===== src/rtl/sha_pkg.sv =====
package sha_pkg;

	localparam int WordW = 32;
	localparam int BlockWords = 16;
	localparam int Rounds = 64;
	localparam int DigestWords = 8;
	localparam logic [WordW-1:0] PadWord = 32'h8000_0000;

	typedef logic [WordW-1:0] word_t;

	typedef enum logic [2:0] {
		ST_IDLE,
		ST_LOAD,
		ST_ROUND,
		ST_ADD,
		ST_PAD,
		ST_OUT
	} state_t;

	function automatic word_t iv_word(input logic [2:0] i);
		word_t r;
		case (i)
			3'd0: r = 32'h6A09E667;
			3'd1: r = 32'hBB67AE85;
			3'd2: r = 32'h3C6EF372;
			3'd3: r = 32'hA54FF53A;
			3'd4: r = 32'h510E527F;
			3'd5: r = 32'h9B05688C;
			3'd6: r = 32'h1F83D9AB;
			default: r = 32'h5BE0CD19;
		endcase
		return r;
	endfunction

	function automatic word_t round_k(input logic [5:0] t);
		word_t r;
		case (t)
			6'd0: r = 32'h428A2F98; 6'd1: r = 32'h71374491;
			6'd2: r = 32'hB5C0FBCF; 6'd3: r = 32'hE9B5DBA5;
			6'd4: r = 32'h3956C25B; 6'd5: r = 32'h59F111F1;
			6'd6: r = 32'h923F82A4; 6'd7: r = 32'hAB1C5ED5;
			6'd8: r = 32'hD807AA98; 6'd9: r = 32'h12835B01;
			6'd10: r = 32'h243185BE; 6'd11: r = 32'h550C7DC3;
			6'd12: r = 32'h72BE5D74; 6'd13: r = 32'h80DEB1FE;
			6'd14: r = 32'h9BDC06A7; 6'd15: r = 32'hC19BF174;
			6'd16: r = 32'hE49B69C1; 6'd17: r = 32'hEFBE4786;
			6'd18: r = 32'h0FC19DC6; 6'd19: r = 32'h240CA1CC;
			6'd20: r = 32'h2DE92C6F; 6'd21: r = 32'h4A7484AA;
			6'd22: r = 32'h5CB0A9DC; 6'd23: r = 32'h76F988DA;
			6'd24: r = 32'h983E5152; 6'd25: r = 32'hA831C66D;
			6'd26: r = 32'hB00327C8; 6'd27: r = 32'hBF597FC7;
			6'd28: r = 32'hC6E00BF3; 6'd29: r = 32'hD5A79147;
			6'd30: r = 32'h06CA6351; 6'd31: r = 32'h14292967;
			6'd32: r = 32'h27B70A85; 6'd33: r = 32'h2E1B2138;
			6'd34: r = 32'h4D2C6DFC; 6'd35: r = 32'h53380D13;
			6'd36: r = 32'h650A7354; 6'd37: r = 32'h766A0ABB;
			6'd38: r = 32'h81C2C92E; 6'd39: r = 32'h92722C85;
			6'd40: r = 32'hA2BFE8A1; 6'd41: r = 32'hA81A664B;
			6'd42: r = 32'hC24B8B70; 6'd43: r = 32'hC76C51A3;
			6'd44: r = 32'hD192E819; 6'd45: r = 32'hD6990624;
			6'd46: r = 32'hF40E3585; 6'd47: r = 32'h106AA070;
			6'd48: r = 32'h19A4C116; 6'd49: r = 32'h1E376C08;
			6'd50: r = 32'h2748774C; 6'd51: r = 32'h34B0BCB5;
			6'd52: r = 32'h391C0CB3; 6'd53: r = 32'h4ED8AA4A;
			6'd54: r = 32'h5B9CCA4F; 6'd55: r = 32'h682E6FF3;
			6'd56: r = 32'h748F82EE; 6'd57: r = 32'h78A5636F;
			6'd58: r = 32'h84C87814; 6'd59: r = 32'h8CC70208;
			6'd60: r = 32'h90BEFFFA; 6'd61: r = 32'hA4506CEB;
			6'd62: r = 32'hBEF9A3F7;
			default: r = 32'hC67178F2;
		endcase
		return r;
	endfunction

endpackage


===== src/rtl/sha_if.sv =====
interface sha_in_if;
	logic valid;
	logic ready;
	logic [31:0] message_word;
	logic final_word;
	modport source (output valid, output message_word, output final_word, input ready);
	modport sink (input valid, input message_word, input final_word, output ready);
endinterface

interface sha_out_if;
	logic valid;
	logic ready;
	logic [31:0] digest_word;
	logic [2:0] digest_index;
	logic digest_end;
	modport source (output valid, output digest_word, output digest_index, output digest_end,
		input ready);
	modport sink (input valid, input digest_word, input digest_index, input digest_end,
		output ready);
endinterface


===== src/rtl/sha_round.sv =====
// One compression round on the working variables; schedule word given.
module sha_round
	import sha_pkg::*;
(
	input  word_t [7:0] v,
	input  word_t       w,
	input  word_t       k,
	output word_t [7:0] v_next
);
	word_t s1, ch, s0, maj, t1, t2;

	always_comb begin
		s1 = {v[4][5:0], v[4][31:6]} ^ {v[4][10:0], v[4][31:11]} ^ {v[4][24:0], v[4][31:25]};
		ch = (v[4] & v[5]) ^ (~v[4] & v[6]);
		s0 = {v[0][1:0], v[0][31:2]} ^ {v[0][12:0], v[0][31:13]} ^ {v[0][21:0], v[0][31:22]};
		maj = (v[0] & v[1]) ^ (v[0] & v[2]) ^ (v[1] & v[2]);
		t1 = v[7] + s1 + ch + k + w;
		t2 = s0 + maj;
		v_next[7] = v[6];
		v_next[6] = v[5];
		v_next[5] = v[4];
		v_next[4] = v[3] + t1;
		v_next[3] = v[2];
		v_next[2] = v[1];
		v_next[1] = v[0];
		v_next[0] = t1 + t2;
	end
endmodule


===== src/rtl/sha_sched.sv =====
// Message schedule expansion for one new word.
module sha_sched
	import sha_pkg::*;
(
	input  word_t w16,
	input  word_t w15,
	input  word_t w7,
	input  word_t w2,
	output word_t w_new
);
	word_t s0, s1;

	always_comb begin
		s0 = {w15[6:0], w15[31:7]} ^ {w15[17:0], w15[31:18]} ^ (w15 >> 3);
		s1 = {w2[16:0], w2[31:17]} ^ {w2[18:0], w2[31:19]} ^ (w2 >> 10);
		w_new = s1 + w7 + s0 + w16;
	end
endmodule


===== src/rtl/sha256_word_stream_hash.sv =====
// Channel  Role  Payload
// in       sink  message_word[31:0], final_word
// out      src   digest_word[31:0], digest_index[2:0], digest_end
//
// A word is taken only while idle; the 16th word of a block starts a compression (load the
// window, 64 rounds, the chaining add). A final word adds a padding pass from the first pad
// slot plus a compression, a second padded block when the length does not fit, and eight
// digest words on the output.
// Reset clears control state and the byte count and loads the IV into the chaining registers.
// The input is not ready while a block pads, compresses or the digest drains.
module sha256_word_stream_hash
	import sha_pkg::*;
(
	input logic clk,
	input logic arst_n,
	sha_in_if.sink   in_ch,
	sha_out_if.source out_ch
);
	state_t state_q, state_d;

	// block memory (message buffer, swept into the schedule window)
	word_t blk_mem [BlockWords];
	// chaining values held in registers
	word_t [7:0] cv_q;
	word_t [7:0] v_q;
	word_t [15:0] win_q;
	logic [63:0] count_q;
	logic [6:0] t_q;
	logic last_q;
	logic [4:0] pad_q;
	logic two_q;
	logic tail_q;
	logic [3:0] oi_q;

	word_t [7:0] v_next;
	word_t w_cur, w_exp;
	logic [3:0] slot;
	logic [63:0] bits;

	assign slot = count_q[5:2];
	assign bits = {count_q[60:0], 3'b000};

	sha_sched u_sched (.w16(win_q[0]), .w15(win_q[1]), .w7(win_q[9]), .w2(win_q[14]),
		.w_new(w_exp));
	assign w_cur = (t_q[5:0] < 6'd16 && t_q[6] == 1'b0) ? win_q[0] : w_exp;
	sha_round u_round (.v(v_q), .w(w_cur), .k(round_k(t_q[5:0])), .v_next(v_next));

	// next state
	always_comb begin
		state_d = state_q;
		case (state_q)
			ST_IDLE: begin
				if (in_ch.valid && in_ch.ready) begin
					if (slot == 4'd15) state_d = ST_LOAD;
					else if (in_ch.final_word) state_d = ST_PAD;
				end
			end
			ST_PAD: if (pad_q[4]) state_d = ST_LOAD;
			ST_LOAD: if (t_q[4]) state_d = ST_ROUND;
			ST_ROUND: if (t_q == 7'd63) state_d = ST_ADD;
			ST_ADD: begin
				if (!last_q) state_d = ST_IDLE;
				else if (two_q || tail_q) state_d = ST_PAD;
				else state_d = ST_OUT;
			end
			ST_OUT: if (out_ch.ready && oi_q == 4'd7) state_d = ST_IDLE;
			default: state_d = ST_IDLE;
		endcase
	end

	// outputs
	always_comb begin
		in_ch.ready = (state_q == ST_IDLE);
		out_ch.valid = (state_q == ST_OUT);
		out_ch.digest_word = cv_q[oi_q[2:0]];
		out_ch.digest_index = oi_q[2:0];
		out_ch.digest_end = (oi_q == 4'd7);
	end

	// block memory writes and padding fill
	always_ff @(posedge clk) begin
		if (state_q == ST_IDLE && in_ch.valid)
			blk_mem[slot] <= in_ch.message_word;
		else if (state_q == ST_PAD && !pad_q[4])
			blk_mem[pad_q[3:0]] <= (pad_q[3:0] == slot && !two_q) ? PadWord :
				(pad_q[3:0] == 4'd14 && !(slot >= 4'd14 && !two_q)) ? bits[63:32] :
				(pad_q[3:0] == 4'd15 && !(slot >= 4'd14 && !two_q)) ? bits[31:0] : '0;
	end

	always_ff @(posedge clk or negedge arst_n) begin
		if (!arst_n) begin
			state_q <= ST_IDLE;
			count_q <= '0;
			t_q <= '0;
			last_q <= 1'b0;
			pad_q <= '0;
			two_q <= 1'b0;
			tail_q <= 1'b0;
			oi_q <= '0;
			for (int i = 0; i < 8; i++) cv_q[i] <= iv_word(3'(i));
		end else begin
			state_q <= state_d;
			case (state_q)
				ST_IDLE: begin
					t_q <= '0;
					pad_q <= (in_ch.valid && in_ch.final_word && slot != 4'd15) ?
						{1'b0, slot + 4'd1} : 5'd0;
					if (in_ch.valid) begin
						count_q <= count_q + 64'd4;
						last_q <= in_ch.final_word;
						two_q <= 1'b0;
						// a final word in the last slot leaves a whole pad block to build
						tail_q <= in_ch.final_word && slot == 4'd15;
					end
				end
				ST_PAD: begin
					// fill from the slot after the final word (or from 0 on a second block)
					tail_q <= 1'b0;
					if (pad_q[4]) begin
						t_q <= '0;
						two_q <= two_q ? 1'b0 : (slot >= 4'd14);
					end else if (pad_q[3:0] == 4'd15) pad_q <= 5'h10;
					else pad_q <= pad_q + 5'd1;
				end
				ST_LOAD: begin
					// sweep the block memory into the window
					if (!t_q[4]) begin
						win_q[t_q[3:0]] <= blk_mem[t_q[3:0]];
						t_q <= t_q + 7'd1;
					end else t_q <= '0;
					v_q <= cv_q;
				end
				ST_ROUND: begin
					v_q <= v_next;
					t_q <= t_q + 7'd1;
					if (t_q >= 7'd16 || t_q[6]) begin
						for (int i = 0; i < 15; i++) win_q[i] <= win_q[i+1];
						win_q[15] <= w_exp;
					end else begin
						for (int i = 0; i < 15; i++) win_q[i] <= win_q[i+1];
						win_q[15] <= win_q[0];
					end
				end
				ST_ADD: begin
					for (int i = 0; i < 8; i++) cv_q[i] <= cv_q[i] + v_q[i];
					oi_q <= '0;
					pad_q <= '0;
				end
				ST_OUT: begin
					if (out_ch.ready) begin
						oi_q <= oi_q + 4'd1;
						if (oi_q == 4'd7) begin
							for (int i = 0; i < 8; i++) cv_q[i] <= iv_word(3'(i));
							count_q <= '0;
							last_q <= 1'b0;
						end
					end
				end
				default: ;
			endcase
		end
	end
endmodule

===== src/flat_wrapper.sv =====
// flat-port wrapper written by rule: the top's interface ports become plain ports
module sha256_word_stream_hash_flat import sha_pkg::*;
  (clk, arst_n, in_ch_valid, in_ch_message_word, in_ch_final_word, in_ch_ready, out_ch_valid, out_ch_digest_word, out_ch_digest_index, out_ch_digest_end, out_ch_ready);
  sha_in_if in_ch_i ();
  sha_out_if out_ch_i ();
  input logic clk;
  input logic arst_n;
  input wire logic [$bits(in_ch_i.valid)-1:0] in_ch_valid;
  input wire logic [$bits(in_ch_i.message_word)-1:0] in_ch_message_word;
  input wire logic [$bits(in_ch_i.final_word)-1:0] in_ch_final_word;
  output wire logic [$bits(in_ch_i.ready)-1:0] in_ch_ready;
  output wire logic [$bits(out_ch_i.valid)-1:0] out_ch_valid;
  output wire logic [$bits(out_ch_i.digest_word)-1:0] out_ch_digest_word;
  output wire logic [$bits(out_ch_i.digest_index)-1:0] out_ch_digest_index;
  output wire logic [$bits(out_ch_i.digest_end)-1:0] out_ch_digest_end;
  input wire logic [$bits(out_ch_i.ready)-1:0] out_ch_ready;
  assign in_ch_i.valid = in_ch_valid;
  assign in_ch_i.message_word = in_ch_message_word;
  assign in_ch_i.final_word = in_ch_final_word;
  assign in_ch_ready = in_ch_i.ready;
  assign out_ch_valid = out_ch_i.valid;
  assign out_ch_digest_word = out_ch_i.digest_word;
  assign out_ch_digest_index = out_ch_i.digest_index;
  assign out_ch_digest_end = out_ch_i.digest_end;
  assign out_ch_i.ready = out_ch_ready;
  sha256_word_stream_hash u_core (.clk(clk), .arst_n(arst_n), .in_ch(in_ch_i), .out_ch(out_ch_i));
endmodule

===== config.mk =====
export PLATFORM = sky130hd
export DESIGN_NAME = sha256_word_stream_hash_flat
export DESIGN_NICKNAME = d
export VERILOG_FILES = /design/src/rtl/sha_pkg.sv /design/src/rtl/sha_if.sv /design/src/rtl/sha_round.sv /design/src/rtl/sha_sched.sv /design/src/rtl/sha256_word_stream_hash.sv /design/src/flat_wrapper.sv
export SDC_FILE = /design/constraint.sdc
export NUM_CORES = 2
export LEC_CHECK = 0
export BUFFER_PORTS_ARGS = -buffer_cell sky130_fd_sc_hd__buf_2
export CORE_MARGIN = 5
export CORE_UTILIZATION = 45
export CTS_CLUSTER_SIZE = 10
export DETAILED_ROUTE_END_ITERATION = 8
export PLACE_DENSITY_LB_ADDON = 0.3
export SLEW_MARGIN = 40
export SYNTH_ARGS = -nofsm -noshare
export SYNTH_HDL_FRONTEND = slang
export SYNTH_SLANG_ARGS = --single-unit

===== constraint.sdc =====
create_clock -name clk -period 9.2 [get_ports clk]
set_input_delay 1.84 -clock clk [delete_from_list [all_inputs] [get_ports clk]]
set_output_delay 1.84 -clock clk [all_outputs]
set_load 0.1 [all_outputs]

==> metrics <==
ratio of cells with drive above 1 in the final layout 0.198; CTS buffer count approximately 190; period utilisation layout 1.07; area grow syn2layout 16.2%; Worst-Skew Late Latency around 0.89 ns; most frequent cells in the layout edfxtp_1 (1280), nand2_1 (1068), buf_4 (627); Slew Limit Fails 0; ANT nets after route 0; failing checks setup timing; clk_skew between 0.05 and 0.06 ns; global-route usage over all layers 0.287; Min Clock Period, post-route about 9.9 ns; Slew Limit Headroom 0.342; Iter 0 DRT Violations roughly 8k; final hold vios 0; met2 Use GR 0.437; Worst EP arrival around 10 ns; placed cell areas slightly above 0.1 mm²; predominant post-synthesis flop cell edfxtp_1; core area 0.210 mm²; EDFF count, synth between 1k and 1.5k; met1 Track Usage GR 0.411; # fillers between 15k and 20k; Starting Density 0.452; RSZ-0062 raised after global routing true; via/cell ratio 6.15; overall routed net length 326000 µm; Post-Syn Nets 8957; setup_tns -6.85 ns; Worst Path Buf+Inv 11; maximum root-to-sink buffer count 3; Synth warnings 0; grt total ovfl 0; Worst Hold Slack 0.494 ns; Yosys reg bits about 1.6k; DR WL/cell ~28 µm; Crit Path Max Fanout 5; Die Wd between 400 and 500 µm; Worst Hold Class flop to flop; initial antenna violation count 9; Design Area, Final approximately 0.11 mm²; FP Rows 168; Post-synth ARST share 0.208; # setup viols final 23; critical path class flop to flop; non-filler instance count after layout between 10k and 15k; Multi-input gate area 0.0462 mm²; CP required just under 10 ns; most common cell after layout, fill and taps aside edfxtp_1; DP Wirelength 229000 µm; CTS tree done; Num Clock Sinks 1617; CP max stage delay between 0.5 and 0.6 ns; clk slew on worst S/H paths approximately 0.060 ns; sequential-to-total area share from yosys stat 0.496; grt met3 use 0.0555; Critical Path Source Type flop; root buffer cell clkbuf_16; Crit-path slowest cell edfxtp_1; PortBufs 74; worst setup margin -0.663 ns; largest net degree at the start of global routing between 100 and 150; first-pass GRT wire length ~480000 µm; Die ar. approximately 0.22 mm²; Fmax just over 100 MHz; Sequential Area around 0.047 mm²; Netlist cell types roughly 110; run status finished with violations; I/O Pins 75; critical path's top delay family adder cells; Via Count 72.1k; DRC viols 0; Synth Instances 8327; Max-Cap Viols 0; post-placement cell count ~11k; first drt pass iteration count 6; nets@finish approximately 9.4k; Mean Syn Cell Area around 11 µm²; Chip Height 469 µm; RD Place Congestion about 1; Critical Path End Type flop; CTS HTree Levels 4; vias in the first global route approximately 70k; Slew @ Worst Pin around 0.98 ns; Synth Cell Area ~0.095 mm²; layer with the highest usage met2
logic make-up after synthesis:
group | count (synthesis) | synth area share
compound gates | 2155 | 0.153
fa+ha+maj | 613 | 0.0957
mux | 311 | 0.0639
buf+inv | 925 | 0.0374
xor+xnor | 629 | 0.0581
simple gates | 2077 | 0.0958
flops | 1617 | 0.496
cells in the mapped netlist (47+ instances only):
cell type | instances | area share
edfxtp_1 | 1280 | 0.41
nand2_1 | 1074 | 0.042
o21ai_0 | 503 | 0.027
a21oi_1 | 493 | 0.026
a22o_1 | 489 | 0.045
nor2_1 | 455 | 0.018
inv_1 | 439 | 0.017
clkbuf_1 | 404 | 0.016
ha_1 | 398 | 0.052
xnor2_1 | 373 | 0.034
xor2_1 | 256 | 0.024
mux4_2 | 230 | 0.055
dfrtp_1 | 201 | 0.053
fa_1 | 195 | 0.041
a21o_1 | 172 | 0.014
nand3_1 | 139 | 0.0073
dfstp_2 | 136 | 0.038
nor3_1 | 81 | 0.0043
o21a_1 | 72 | 0.0057
nand2b_1 | 61 | 0.0040
mux2_2 | 59 | 0.0070
a31oi_1 | 55 | 0.0036
and3_1 | 47 | 0.0031
per-layer routing:
metal  share of wire  routed length, µm  up-vias
li1                -                  -    31500
met4           0.040              13000        6
met2            0.45             145000     3400
met5         0.00013                 43        -
met3           0.091              29700      597
met1            0.42             138000    36600
worst min-delay path, delay by kind of cell, from the launching register on:
family	cells	cell delay (ns)
flops	1	0.35
compound gates	1	0.06
simple gates	1	0.05
registers in the layout (all words and copies together) (netlist names):
signal / count
u_core.win_q: 512
u_core.cv_q: 256
u_core.state_q: 3
u_core.count_q: 59
u_core.last_q: 1
u_core.two_q: 1
u_core.oi_q: 4
u_core.pad_q: 5
u_core.v_q: 256
u_core.tail_q: 1
u_core.blk_mem: 512
u_core.t_q: 7
stage by stage:
stage	util	worst slack (ns)
2_1_floorplan	-	-0.0535
3_3_place_gp	0.487	-1.00
4_1_cts	0.521	-0.599
5_1_grt	0.525	-1.06
3_5_place_dp	0.489	-1.01
6_report	0.526	-0.663
repair_timing:
action                                  CTS  global route
resized for setup                       162           138
hold buffers                              0             0
setup buffers                            41            22
pin swaps                                97            97
endpoints found under the setup margin   27            32
area by class of cell:
cell class                 count  share of cell area
tap                         2805              0.0318
clock inverter                31             0.00477
antenna                        3           0.0000681
clock buffer                 261              0.0460
multi-input combinational   5785               0.419
sequential                  1617               0.427
timing repair buffer         774              0.0564
inverter                     443              0.0152
final timing paths:
kind	from	endpoint	slack [ns]	cells after the start
max in group asynchronous	arst_n	u_core.cv_q[190]	5.70	4
worst min-delay path	u_core.last_q	u_core.last_q	0.49	2
worst max register to register	u_core.win_q[474]	u_core.v_q[30]	-0.66	47
min in group asynchronous	arst_n	u_core.cv_q[36]	0.91	1
worst min register to register	u_core.last_q	u_core.last_q	0.49	2
worst max-delay path	u_core.win_q[474]	u_core.v_q[30]	-0.66	47
Power is left out: the tool's default activity adds up to more than one toggle a clock period on the data nets, which glitch-free logic cannot reach.
